===== src/design/tstc_pkg.sv =====
`timescale 1ns / 1ps

package tstc_pkg;

	localparam int MAX_TAG_LEN = 4;
	localparam int TAG_CAP     = (MAX_TAG_LEN < 4) ? MAX_TAG_LEN : 4;

	localparam logic [7:0] CH_NL    = 8'h0A;
	localparam logic [7:0] CH_QUOTE = 8'h22;
	localparam logic [7:0] CH_BSL   = 8'h5C;
	localparam logic [7:0] CH_EQ    = 8'h3D;
	localparam logic [7:0] CH_LBRACE = 8'h7B;
	localparam logic [7:0] CH_RBRACE = 8'h7D;
	localparam logic [7:0] CH_DOLLAR = 8'h24;
	localparam logic [7:0] CH_LBRACK = 8'h5B;
	localparam logic [7:0] CH_RBRACK = 8'h5D;

	localparam logic [31:0] START_TAG_RESET = 32'd16188;
	localparam logic [2:0]  START_LEN_RESET = 3'd2;
	localparam logic [31:0] END_TAG_RESET   = 32'd15935;
	localparam logic [2:0]  END_LEN_RESET   = 3'd2;

	typedef enum logic [1:0] {
		REG_START_BYTES = 2'd0,
		REG_START_LEN   = 2'd1,
		REG_END_BYTES   = 2'd2,
		REG_END_LEN     = 2'd3
	} reg_idx_t;

	typedef enum logic [2:0] {
		BODY_NONE,
		BODY_CHAR,
		BODY_ESC_CHAR,
		BODY_OPEN,
		BODY_ECHO,
		BODY_PRINT
	} body_t;

	typedef struct packed {
		logic [7:0] in_byte;
		logic       end_of_stream;
	} in_word_t;

	typedef struct packed {
		logic [7:0] out_byte;
		logic       has_byte;
		logic       last_of_item;
		logic       stream_end;
		logic       ended_inside;
	} out_word_t;

	// everything the emitter needs to replay the results of one input word
	typedef struct packed {
		logic [1:0]  fc;
		logic [23:0] flush_bytes;
		body_t       body;
		logic [7:0]  c;
		logic        eos;
		logic        end_in_code;
		logic [4:0]  total;
	} plan_t;

	function automatic logic [2:0] eff_len(input logic [2:0] len);
		logic [2:0] cap;
		cap = 3'(TAG_CAP);
		if (len == 3'd0)
			return 3'd1;
		else if (len > cap)
			return cap;
		else
			return len;
	endfunction

	function automatic logic [4:0] body_len(input body_t b);
		case (b)
			BODY_NONE:     return 5'd0;
			BODY_CHAR:     return 5'd1;
			BODY_ESC_CHAR: return 5'd2;
			BODY_OPEN:     return 5'd2;
			BODY_ECHO:     return 5'd17;
			BODY_PRINT:    return 5'd18;
			default:       return 5'd0;
		endcase
	endfunction

	// "\nputs -nonewline \""
	function automatic logic [7:0] prefix_byte(input logic [4:0] idx);
		case (idx)
			5'd0:    return CH_NL;
			5'd1:    return 8'h70;
			5'd2:    return 8'h75;
			5'd3:    return 8'h74;
			5'd4:    return 8'h73;
			5'd5:    return 8'h20;
			5'd6:    return 8'h2D;
			5'd7:    return 8'h6E;
			5'd8:    return 8'h6F;
			5'd9:    return 8'h6E;
			5'd10:   return 8'h65;
			5'd11:   return 8'h77;
			5'd12:   return 8'h6C;
			5'd13:   return 8'h69;
			5'd14:   return 8'h6E;
			5'd15:   return 8'h65;
			5'd16:   return 8'h20;
			5'd17:   return CH_QUOTE;
			default: return 8'h00;
		endcase
	endfunction

endpackage


===== src/design/tstc_front.sv =====
`timescale 1ns / 1ps

module tstc_front (
	input  logic              clk,
	input  logic              arst_n,
	input  logic              accept,
	input  tstc_pkg::in_word_t in_data,
	input  logic              cfg_we,
	input  logic [1:0]        cfg_index,
	input  logic [31:0]       cfg_data,
	output tstc_pkg::plan_t   plan
);

	logic [31:0] start_bytes_q, end_bytes_q;
	logic [2:0]  start_len_q, end_len_q;
	logic        in_code_q, echo_q;
	logic [2:0]  match_q;

	logic        in_code_n, echo_n;
	logic [2:0]  match_n;
	logic [31:0] tag_bytes;
	logic [2:0]  tag_len, cnt0, cnt_inc;
	logic [7:0]  c, ch;
	logic        hit;

	always_comb begin
		c         = in_data.in_byte;
		tag_bytes = in_code_q ? end_bytes_q : start_bytes_q;
		tag_len   = in_code_q ? tstc_pkg::eff_len(end_len_q) : tstc_pkg::eff_len(start_len_q);
		cnt0      = (match_q >= tag_len) ? 3'd0 : match_q;
		ch        = tag_bytes[{cnt0[1:0], 3'b000} +: 8];
		hit       = (c == ch);
		cnt_inc   = cnt0 + 3'd1;

		in_code_n = in_code_q;
		echo_n    = echo_q;
		match_n   = match_q;

		plan.fc          = 2'd0;
		plan.flush_bytes = tag_bytes[23:0];
		plan.body        = tstc_pkg::BODY_NONE;
		plan.c           = c;
		plan.eos         = in_data.end_of_stream;

		if (in_code_q && echo_q && c == tstc_pkg::CH_EQ) begin
			echo_n    = 1'b0;
			plan.body = tstc_pkg::BODY_ECHO;
		end else begin
			if (in_code_q)
				echo_n = 1'b0;
			if (hit) begin
				if (cnt_inc >= tag_len) begin
					match_n   = 3'd0;
					in_code_n = !in_code_q;
					if (in_code_q) begin
						plan.body = tstc_pkg::BODY_PRINT;
					end else begin
						plan.body = tstc_pkg::BODY_OPEN;
						echo_n    = 1'b1;
					end
				end else begin
					match_n = cnt_inc;
				end
			end else begin
				plan.fc = cnt0[1:0];
				match_n = 3'd0;
				if (!in_code_q && (c inside {tstc_pkg::CH_LBRACE, tstc_pkg::CH_RBRACE,
						tstc_pkg::CH_DOLLAR, tstc_pkg::CH_LBRACK, tstc_pkg::CH_RBRACK,
						tstc_pkg::CH_QUOTE, tstc_pkg::CH_BSL}))
					plan.body = tstc_pkg::BODY_ESC_CHAR;
				else
					plan.body = tstc_pkg::BODY_CHAR;
			end
		end

		plan.end_in_code = in_code_n;
		if (in_data.end_of_stream) begin
			in_code_n = 1'b0;
			echo_n    = 1'b0;
			match_n   = 3'd0;
		end

		plan.total = {3'b000, plan.fc} + tstc_pkg::body_len(plan.body)
			+ {4'b0000, in_data.end_of_stream};
	end

	always_ff @(posedge clk or negedge arst_n) begin
		if (!arst_n) begin
			start_bytes_q <= tstc_pkg::START_TAG_RESET;
			start_len_q   <= tstc_pkg::START_LEN_RESET;
			end_bytes_q   <= tstc_pkg::END_TAG_RESET;
			end_len_q     <= tstc_pkg::END_LEN_RESET;
			in_code_q     <= 1'b0;
			echo_q        <= 1'b0;
			match_q       <= 3'd0;
		end else begin
			if (accept) begin
				in_code_q <= in_code_n;
				echo_q    <= echo_n;
			end
			// a register write restarts tag matching
			if (cfg_we || accept)
				match_q <= cfg_we ? 3'd0 : match_n;
			if (cfg_we) begin
				case (cfg_index)
					tstc_pkg::REG_START_BYTES: start_bytes_q <= cfg_data;
					tstc_pkg::REG_START_LEN:   start_len_q   <= cfg_data[2:0];
					tstc_pkg::REG_END_BYTES:   end_bytes_q   <= cfg_data;
					tstc_pkg::REG_END_LEN:     end_len_q     <= cfg_data[2:0];
					default: ;
				endcase
			end
		end
	end

endmodule


===== src/design/tstc_emit.sv =====
`timescale 1ns / 1ps

module tstc_emit (
	input  logic                clk,
	input  logic                arst_n,
	input  logic                load,
	input  tstc_pkg::plan_t     plan,
	output logic                free,
	output logic                out_valid,
	input  logic                out_ready,
	output tstc_pkg::out_word_t out_data
);

	tstc_pkg::plan_t     plan_s1;
	logic                busy_s1;
	logic [4:0]          idx_q;
	tstc_pkg::out_word_t out_q;
	logic                out_valid_q;

	logic                advance, is_last;
	logic [4:0]          j;
	logic [7:0]          body_byte;
	tstc_pkg::out_word_t res;

	always_comb begin
		j       = idx_q - {3'b000, plan_s1.fc};
		is_last = (idx_q == plan_s1.total - 5'd1);
		advance = busy_s1 && (!out_valid_q || out_ready);
		free    = !busy_s1 || (advance && is_last);

		case (plan_s1.body)
			tstc_pkg::BODY_CHAR:     body_byte = plan_s1.c;
			tstc_pkg::BODY_ESC_CHAR: body_byte = (j == 5'd0) ? tstc_pkg::CH_BSL : plan_s1.c;
			tstc_pkg::BODY_OPEN:     body_byte = (j == 5'd0) ? tstc_pkg::CH_QUOTE : tstc_pkg::CH_NL;
			tstc_pkg::BODY_ECHO:     body_byte = tstc_pkg::prefix_byte(j);
			tstc_pkg::BODY_PRINT:    body_byte = tstc_pkg::prefix_byte(j);
			default:                 body_byte = 8'h00;
		endcase

		res.last_of_item = is_last;
		res.stream_end   = 1'b0;
		res.ended_inside = 1'b0;
		res.has_byte     = 1'b1;
		if (idx_q < {3'b000, plan_s1.fc}) begin
			res.out_byte = plan_s1.flush_bytes[{idx_q[1:0], 3'b000} +: 8];
		end else if (j < tstc_pkg::body_len(plan_s1.body)) begin
			res.out_byte = body_byte;
		end else begin
			// status word closing the stream
			res.out_byte     = 8'h00;
			res.has_byte     = 1'b0;
			res.stream_end   = 1'b1;
			res.ended_inside = plan_s1.end_in_code;
		end
	end

	always_ff @(posedge clk or negedge arst_n) begin
		if (!arst_n) begin
			busy_s1     <= 1'b0;
			idx_q       <= 5'd0;
			out_valid_q <= 1'b0;
		end else begin
			if (advance) begin
				out_valid_q <= 1'b1;
				idx_q       <= is_last ? 5'd0 : idx_q + 5'd1;
			end else if (out_ready) begin
				out_valid_q <= 1'b0;
			end
			if (load && plan.total != 5'd0)
				busy_s1 <= 1'b1;
			else if (advance && is_last)
				busy_s1 <= 1'b0;
		end
	end

	always_ff @(posedge clk) begin
		if (advance)
			out_q <= res;
		if (load)
			plan_s1 <= plan;
	end

	assign out_valid = out_valid_q;
	assign out_data  = out_q;

endmodule


===== src/design/template_tag_script_converter.sv =====
`timescale 1ns / 1ps
// A taken input word is registered into the emitter's plan register, and each of its result
// words is then registered into the output register. Throughput: one result word per cycle
// while out_ready holds; an input word yields at most 19 result words, and the next input
// word is taken as the last of them is sent, so plain bytes flow at one per cycle. Reset
// clears mode, partial tag match and echo flag, and loads the default tags '<?' and '?>'.
module template_tag_script_converter (
	input  logic                clk,
	input  logic                arst_n,
	input  logic                in_valid,
	output logic                in_ready,
	input  tstc_pkg::in_word_t  in_data,
	output logic                out_valid,
	input  logic                out_ready,
	output tstc_pkg::out_word_t out_data,
	input  logic                cfg_valid,
	output logic                cfg_ready,
	input  logic [1:0]          cfg_index,
	input  logic [31:0]         cfg_data
);

	tstc_pkg::plan_t plan;
	logic            free, accept;

	assign in_ready  = free;
	assign accept    = in_valid && free;
	assign cfg_ready = 1'b1;

	tstc_front u_front (
		.clk       (clk),
		.arst_n    (arst_n),
		.accept    (accept),
		.in_data   (in_data),
		.cfg_we    (cfg_valid),
		.cfg_index (cfg_index),
		.cfg_data  (cfg_data),
		.plan      (plan)
	);

	tstc_emit u_emit (
		.clk       (clk),
		.arst_n    (arst_n),
		.load      (accept),
		.plan      (plan),
		.free      (free),
		.out_valid (out_valid),
		.out_ready (out_ready),
		.out_data  (out_data)
	);

endmodule


===== config.mk =====
export PLATFORM = sky130hd
export DESIGN_NAME = template_tag_script_converter
export DESIGN_NICKNAME = d
export VERILOG_FILES = /design/src/design/tstc_pkg.sv /design/src/design/tstc_front.sv /design/src/design/tstc_emit.sv /design/src/design/template_tag_script_converter.sv
export SDC_FILE = /design/constraint.sdc
export NUM_CORES = 1
export LEC_CHECK = 0
export ABC_AREA = 1
export BUFFER_PORTS_ARGS = -buffer_cell sky130_fd_sc_hd__clkbuf_2
export CORE_AREA = 4 4 121 123
export DETAILED_ROUTE_END_ITERATION = 12
export DIE_AREA = 0 0 125 127
export MAX_ROUTING_LAYER = met4
export PLACE_DENSITY = 0.76
export REMOVE_ABC_BUFFERS = 1
export SETUP_SLACK_MARGIN = 0.15
export SYNTH_ARGS = -nofsm -noshare
export SYNTH_HDL_FRONTEND = slang
export SYNTH_SLANG_ARGS = --single-unit

===== constraint.sdc =====
create_clock -name clk -period 7.67 [get_ports clk]
set_input_delay 0.3835 -clock clk [delete_from_list [all_inputs] [get_ports clk]]
set_output_delay 0.3835 -clock clk [all_outputs]
set_load 0.005 [all_outputs]

==> impl_metrics.py, run 1 <==
metrics = {
    "synthesis": {
        "ys_top_cells_by_area": "edfxtp_1 (22%), dfrtp_1 (20%), nand2_1 (9.0%)",
        "yosysSeqAreaShare_pct": 50.3,
        "yosysMostFrequentCell": "nand2_1",
        "synth_top_area_share_pct": 22.0,
        "synth_async_sr_flop_share_pct": 60.3,
        "synthesis.instances": 864,
        "synth.top_cells.by_count": "nand2_1 (176), inv_1 (129), o21ai_0 (99)",
        "yosysWarningCount": 0,
        "synth_edf_count": 54,
        "avgSynthCellArea_um2": 8.52,
        "ys_ff_latch": 136,
        "synth_top_area_cell": "edfxtp_1",
        "ys_dominant_reg_cell": "dfrtp_1",
        "netlist-cell-type-count": 49,
        "netlist_area_um2": 7360,
    },
    "global_routing": {
        "grtUsageTotal_pct": 21.1,
        "grt.overflow.total": 0,
        "grt_pass1_vias": 5369,
        "grt_max_degree": 83,
        "antenna_found_initial": 0,
        "grt_pass1_wl_um": 26100,
    },
    "route": {
        "drt-pass1-iter-count": 5,
        "drt-total-wl_um": 15700,
        "postRouteAntennaNets": 0,
        "post-route-drc-count": 0,
        "first_iter_violations": 448,
        "avgRoutedWirePerCell_um": 14.2,
        "vias": 5830,
        "routed_via_density": 5.28,
    },
    "clock_tree": {
        "cts.htree.levels": 4,
        "cts_setup_buffers": 0,
        "clock-sinks": 136,
        "clk_latency_ns": 0.42,
        "cts_resized": 0,
        "hold_buffers": 0,
        "cts_buffers": 17,
        "clockRootBuffer": "clkbuf_16",
        "cts_tree": "done",
        "clock_path_buffers": 2,
        "clkTransAtPathRegs_ns": 0.06,
    },
    "cells_and_area": {
        "drive_gt1_share_pct": 15.7,
        "multiInputGateArea_um2": 2970,
        "fill_cells": 1204,
        "area_delta_synth_final_pct": 13.4,
        "diodes": 0,
        "register_area_um2": 3700,
        "finalNetCount": 984,
        "design_area_um2": 8350,
    },
    "power": {
        "power_density_nw_per_um2": 323,
        "p_leak_nw": 4.02,
        "p_total_mw": 2.70,
        "peakVddDrop_uv": 201,
    },
    "timing": {
        "timing.fmax_ghz": 0.171,
        "fin_crit_ns": 5.84,
        "hold_slack_ns": 0.129,
        "rsz0062_at_grt": "no",
        "fin_setup_tns_ns": 0,
        "worstMarginPinSlew_ns": 1.11,
        "timing.slew.headroom_pct": 26.2,
        "slew_violations": 0,
        "finalCritPeriodShare_pct": 76.1,
        "skew_ns": 0.00811,
        "finalSetupViolCount": 0,
        "hold_viol_final": 0,
    },
    "setup_path": {
        "cp_max_fo": 38,
        "crit_buf_inv": 8,
        "start_kind": "flop",
        "r2r-end": "u_emit.busy_s1",
        "worst_setup_path_end_kind": "flop",
        "slowest_stage": "nand3_1",
        "r2r_start": "u_front.in_code_q",
        "r2r_cells": 30,
        "reg2reg_slack_ns": 1.83,
        "path_class": "reg -> reg",
        "cpLargestDelayFamily": "simple AND/OR/NAND/NOR gates",
        "max_stage_delay_ns": 0.55,
        "required_ns": 7.98,
        "crit_arrival_ns": 6.15,
        "crit_path_frequent_cell": "inv_1",
    },
    "floorplan": {
        "die_x_um": 125,
        "pin_count": 63,
        "rows": 43,
        "fp.dieArea_um2": 15900,
        "die_y_um": 127,
        "start_util_pct": 53.9,
        "core_um2": 13700,
    },
    "min_path": {
        "hold_path.class": "in -> async",
    },
    "placed_design": {
        "port_buffers": 61,
        "gp_congestion": 0.952,
        "placed_area_um2": 7750,
        "hpwl_um": 11200,
    },
    "flow_run": {
        "maxCapViolations": 0,
    },
    "run_status": {
        "outcome": "finished clean",
    },
}
## report_power, final
part | total [mW] | switching, mW | internal, mW
clock network | 0.817 | 0.306 | 0.511
logic | 0.863 | 0.570 | 0.293
registers | 1.02 | 0.0867 | 0.930
total | 2.70 | 0.963 | 1.73
## kinds of logic after synthesis
group           Yosys count  synth area share, %
compound gates          154                 11.8
flops                   136                 50.3
xor+xnor                  9                 1.07
mux                       6                0.816
other cells               1               0.0509
simple gates            362                 22.1
buf+inv                 172                 9.46
fa+ha+maj                24                 4.38
## registers in the layout, indices dropped and copies added (netlist names)
signal and flops:
u_emit.out_valid 1, u_emit.busy_s1 1, u_front.end_bytes_q 32, u_emit.out_data 12, u_emit.plan_s1 42, u_front.start_bytes_q 32
u_front.end_len_q 3, u_front.in_code_q 1, u_front.match_q 3, u_emit.idx_q 5, u_front.echo_q 1, u_front.start_len_q 3
## area by class of cell
type                            instances  area share (%)
Clock buffer                           23            6.23
Clock inverter                          9           0.989
Multi-Input combinational cell        556            35.6
Tap cell                              180            2.70
Timing Repair Buffer                   64            3.96
Sequential cell                       136            44.3
Inverter                              137            6.16
## per-layer routing
metal / up-vias / GRT usage [%] / share of wire [%]
met5: - / - / 0
met2: 159 / 32.1 / 47
met3: 27 / 4.81 / 6.0
met1: 2717 / 27.9 / 46
met4: 0 / 7.91 / 1.9
li1: 2927 / - / -
## worst max path at each step
stage / startpoint / endpoint / slack (ns) / cells after the start
finish: u_front.in_code_q / u_emit.busy_s1 / 1.83 / 30
detailed placement: u_front.in_code_q / u_emit.busy_s1 / 1.90 / 30
global placement: u_front.in_code_q / u_emit.busy_s1 / 2.14 / 30
global route: u_front.in_code_q / u_emit.busy_s1 / 1.24 / 33
floorplan: u_front.in_code_q / u_emit.busy_s1 / 2.02 / 33
CTS: u_front.in_code_q / u_emit.busy_s1 / 1.81 / 30
## stage by stage
stage | utilization (%) | instances | worst slack (ns)
2_1_floorplan | - | 829 | 2.02
3_3_place_gp | 56.7 | 1073 | 2.14
3_5_place_dp | 56.7 | 1073 | 1.90
4_1_cts | 61.1 | 1105 | 1.81
5_1_grt | 61.1 | 1105 | 1.24
6_report | 61.1 | 1105 | 1.83
## cells in the final DEF, fill, tap and decap left out, types with 8 or more instances in the layout
cell type	n
a21oi_1	11
clkbuf_16	19
clkbuf_2	60
dfrtp_1	59
dfstp_2	23
edfxtp_1	54
ha_1	21
inv_1	129
inv_2	8
nand2_1	176
nand3_1	50
nand4_1	22
nor2_1	62
o21ai_0	99
o21ai_1	16
o31ai_1	9
or2_0	15
Note: power is estimated with default switching activity, not from simulation.
==> run 2, diff against run 1 <==
--- a/config.mk
+++ b/config.mk
@@ -5,11 +5,11 @@
 export SDC_FILE = /design/constraint.sdc
 export NUM_CORES = 1
 export LEC_CHECK = 0
-export ABC_AREA = 1
+export ABC_AREA = 0
 export BUFFER_PORTS_ARGS = -buffer_cell sky130_fd_sc_hd__clkbuf_2
-export CORE_AREA = 4 4 121 123
+export CORE_AREA = 4 4 120 122
 export DETAILED_ROUTE_END_ITERATION = 12
-export DIE_AREA = 0 0 125 127
+export DIE_AREA = 0 0 124 126
 export MAX_ROUTING_LAYER = met4
 export PLACE_DENSITY = 0.76
 export REMOVE_ABC_BUFFERS = 1
==> constraint.sdc (replaced) <==
create_clock -name clk -period 5.67 [get_ports clk]
set_input_delay 0.2835 -clock clk [delete_from_list [all_inputs] [get_ports clk]]
set_output_delay 0.2835 -clock clk [all_outputs]
set_load 0.005 [all_outputs]
==> impl_metrics.py, run 2 <==
metrics = {
    "run_status": {
        "outcome": "finished clean",
    },
    "clock_tree": {
        "clkTransAtPathRegs_ns": 0.06,
        "cts_tree": "done",
        "clock-sinks": 136,
        "clk_latency_ns": 0.42,
        "cts_buffers": 17,
        "cts.htree.levels": 4,
        "hold_buffers": 0,
        "clock_path_buffers": 2,
        "clockRootBuffer": "clkbuf_16",
    },
    "cells_and_area": {
        "largest_register_ffs": 42,
        "fill_cells": 1007,
        "layout_common_cells": "mux2_2 (100), clkbuf_2 (60), dfrtp_1 (59)",
        "register_area_um2": 3700,
        "top_register": "u_emit.plan_s1",
        "finalNetCount": 747,
        "diodes": 0,
        "fin_util_pct": 63.8,
        "reg_top3": "u_emit.plan_s1: 42 flops, u_front.end_bytes_q: 32 flops, u_front.start_bytes_q: 32 flops",
        "area_delta_synth_final_pct": 15.7,
        "design_area_um2": 8410,
        "drive_gt1_share_pct": 35.6,
        "multiInputGateArea_um2": 3380,
        "layout_commonest_cell": "mux2_2",
    },
    "synthesis": {
        "ys_ff_latch": 136,
        "ys_dominant_reg_cell": "dfrtp_1",
        "yosysMostFrequentCell": "mux2_2",
        "synth_async_sr_flop_share_pct": 60.3,
        "synth_edf_count": 54,
        "synth_top_area_share_pct": 22.3,
        "yosysWarningCount": 0,
        "synth.top_cells.by_count": "mux2_2 (100), dfrtp_1 (59), edfxtp_1 (54)",
        "avgSynthCellArea_um2": 11.9,
        "netlist_area_um2": 7270,
        "synth_top_area_cell": "edfxtp_1",
        "netlist-cell-type-count": 62,
        "synthesis.instances": 612,
        "ys_top_cells_by_area": "edfxtp_1 (22%), dfrtp_1 (20%), mux2_2 (15%)",
        "yosysSeqAreaShare_pct": 50.9,
    },
    "setup_path": {
        "crit_arrival_ns": 5.47,
        "required_ns": 5.97,
        "r2r_cells": 22,
        "r2r-end": "u_emit.busy_s1",
        "path_class": "reg -> reg",
        "start_kind": "flop",
        "max_stage_delay_ns": 0.53,
        "cp_cell_sequence": "nor2b_1 > o31ai_2 > ha_1 > nand2b_1 > maj3_1 > a211oi_1 > xnor2_2 > inv_1 > ha_1 > a21oi_2 > inv_2 > ha_1 > xnor2_1 > nor2_1 > a211o_1 > fa_1 > inv_1 > fa_1 > inv_1 > or4_1 > a31oi_1 > o21ai_1",
        "crit_buf_inv": 4,
        "slowest_stage": "dfstp_2",
        "cp_max_fo": 6,
        "cpLargestDelayFamily": "adder cells",
        "worst_setup_path_end_kind": "flop",
        "reg2reg_slack_ns": 0.50,
        "r2r_start": "u_front.end_len_q[1]",
    },
    "floorplan": {
        "fp.dieArea_um2": 15600,
        "die_y_um": 126,
        "core_um2": 13200,
        "start_util_pct": 55.1,
        "pin_count": 63,
        "die_x_um": 124,
        "rows": 42,
    },
    "power": {
        "clkPwrFrac_pct": 29.7,
        "p_int_mw": 2.52,
        "switchingPower_mw": 1.30,
        "p_leak_nw": 3.45,
        "pwr-share-seq_pct": 36.8,
        "switching_share_pct": 34.0,
        "peakVddDrop_uv": 316,
        "power_density_nw_per_um2": 454,
        "combPwrFrac_pct": 33.5,
    },
    "global_routing": {
        "grt_max_degree": 83,
        "grtUsageTotal_pct": 22.0,
        "grt_pass1_wl_um": 25800,
        "antenna_found_initial": 0,
        "grt.overflow.total": 0,
        "grt_pass1_vias": 5225,
    },
    "timing": {
        "finalSetupViolCount": 0,
        "worstMarginPinSlew_ns": 1.03,
        "hold_viol_final": 0,
        "timing.slew.headroom_pct": 31.1,
        "timing.fmax_ghz": 0.194,
        "hold_slack_ns": 0.0447,
        "skew_ns": 0.0103,
        "finalCritPeriodShare_pct": 91.1,
        "rsz0062_at_grt": "no",
        "fin_crit_ns": 5.17,
        "slew_violations": 0,
        "fin_setup_tns_ns": 0,
    },
    "route": {
        "avgRoutedWirePerCell_um": 18.2,
        "drt-total-wl_um": 15700,
        "vias": 5004,
        "routed_via_density": 5.79,
        "first_iter_violations": 382,
        "post-route-drc-count": 0,
        "postRouteAntennaNets": 0,
        "drt-pass1-iter-count": 5,
    },
    "placed_design": {
        "placed_area_um2": 7750,
        "port_buffers": 61,
        "hpwl_um": 11200,
        "gp_congestion": 0.934,
    },
    "flow_run": {
        "maxCapViolations": 0,
    },
    "min_path": {
        "hold_path.class": "in -> async",
    },
}
-- run 2: cell count changes after synthesis, sizes merged, moves of 22 or more --
cell   previous run  this run
a21oi            11        33
inv             137        29
mux2              0       100
nand2           183        32
nand3            55         9
nor2             65        35
o21ai           116        26
or2              24         1
-- run 2: repair_timing --
item	in CTS	in global routing
setup buffers	0	2
setup endpoints to repair	0	1
gates resized for setup	0	8
-- run 2: cell type report --
type | instances | share of cell area (%)
well taps | 176 | 2.62
clock inverters | 11 | 1.59
flip-flops and latches | 136 | 44.0
clock buffers | 21 | 5.72
multi-input cells | 420 | 40.2
inverters | 29 | 1.29
repair buffers | 71 | 4.55
-- run 2: how the worst max path moves through the flow --
| stage | endpoint | slack (ns) | cells after the start | start |
|---|---|---|---|---|
| 2_1_floorplan | u_emit.busy_s1 | -0.32 | 23 | u_front.in_code_q |
| 3_3_place_gp | u_emit.busy_s1 | 0.43 | 23 | u_front.in_code_q |
| 3_5_place_dp | u_emit.busy_s1 | 0.22 | 24 | u_front.in_code_q |
| 4_1_cts | u_emit.busy_s1 | 0.20 | 24 | u_front.in_code_q |
| 5_1_grt | u_emit.busy_s1 | 0.13 | 24 | u_front.end_len_q[1] |
| 6_report | u_emit.busy_s1 | 0.50 | 22 | u_front.end_len_q[1] |
-- run 2: cells by family (layout without fill, tap and decap cells) --
| kind of cell | after synthesis | after routing | synth area share (%) |
|---|---|---|---|
| XOR/XNOR | 24 | 24 | 2.89 |
| AO/OA/AOI/OAI | 105 | 105 | 9.28 |
| buffers and inverters | 56 | 132 | 3.18 |
| multiplexers | 124 | 124 | 18.8 |
| adder cells (fa/ha/maj) | 26 | 26 | 4.72 |
| AND/OR/NAND/NOR | 140 | 140 | 10.2 |
| other | 1 | 1 | 0.0516 |
| flip-flops | 136 | 136 | 50.9 |
-- run 2: through the flow --
stage | total power [mW] | std cells | setup slack, ns
global placement | 2.64 | 830 | 0.425
detailed placement | 2.68 | 830 | 0.220
global route | 4.05 | 864 | 0.130
finish | 3.82 | 864 | 0.505
CTS | 3.82 | 862 | 0.204
floorplan | 2.30 | 585 | -0.322
-- run 2: routing by layer --
metal,routed length (um),GRT usage [%],share of wire (%)
met1,6970,28.1,44
met2,7750,34.2,49
met3,627,4.44,4.0
met4,387,8.96,2.5
met5,0,-,0
-- run 2: worst reg2reg max path, delay by kind of cell (launching register included) --
| kind | cells | cell delay [ns] |
|---|---|---|
| adder cells (fa/ha/maj) | 6 | 1.76 |
| XOR/XNOR | 2 | 0.35 |
| flip-flops | 1 | 0.53 |
| AO/OA/AOI/OAI | 6 | 1.21 |
| AND/OR/NAND/NOR | 4 | 0.90 |
| buffers and inverters | 4 | 0.28 |
-- run 2: power by group through the flow --
stage               Combinational [mW]  Clock [mW]  Sequential (mW)
floorplan                        0.886           0             1.41
global placement                  1.23           0             1.41
detailed placement                1.26           0             1.42
CTS                               1.27        1.15             1.41
global route                      1.41        1.21             1.43
finish                            1.28        1.13             1.41
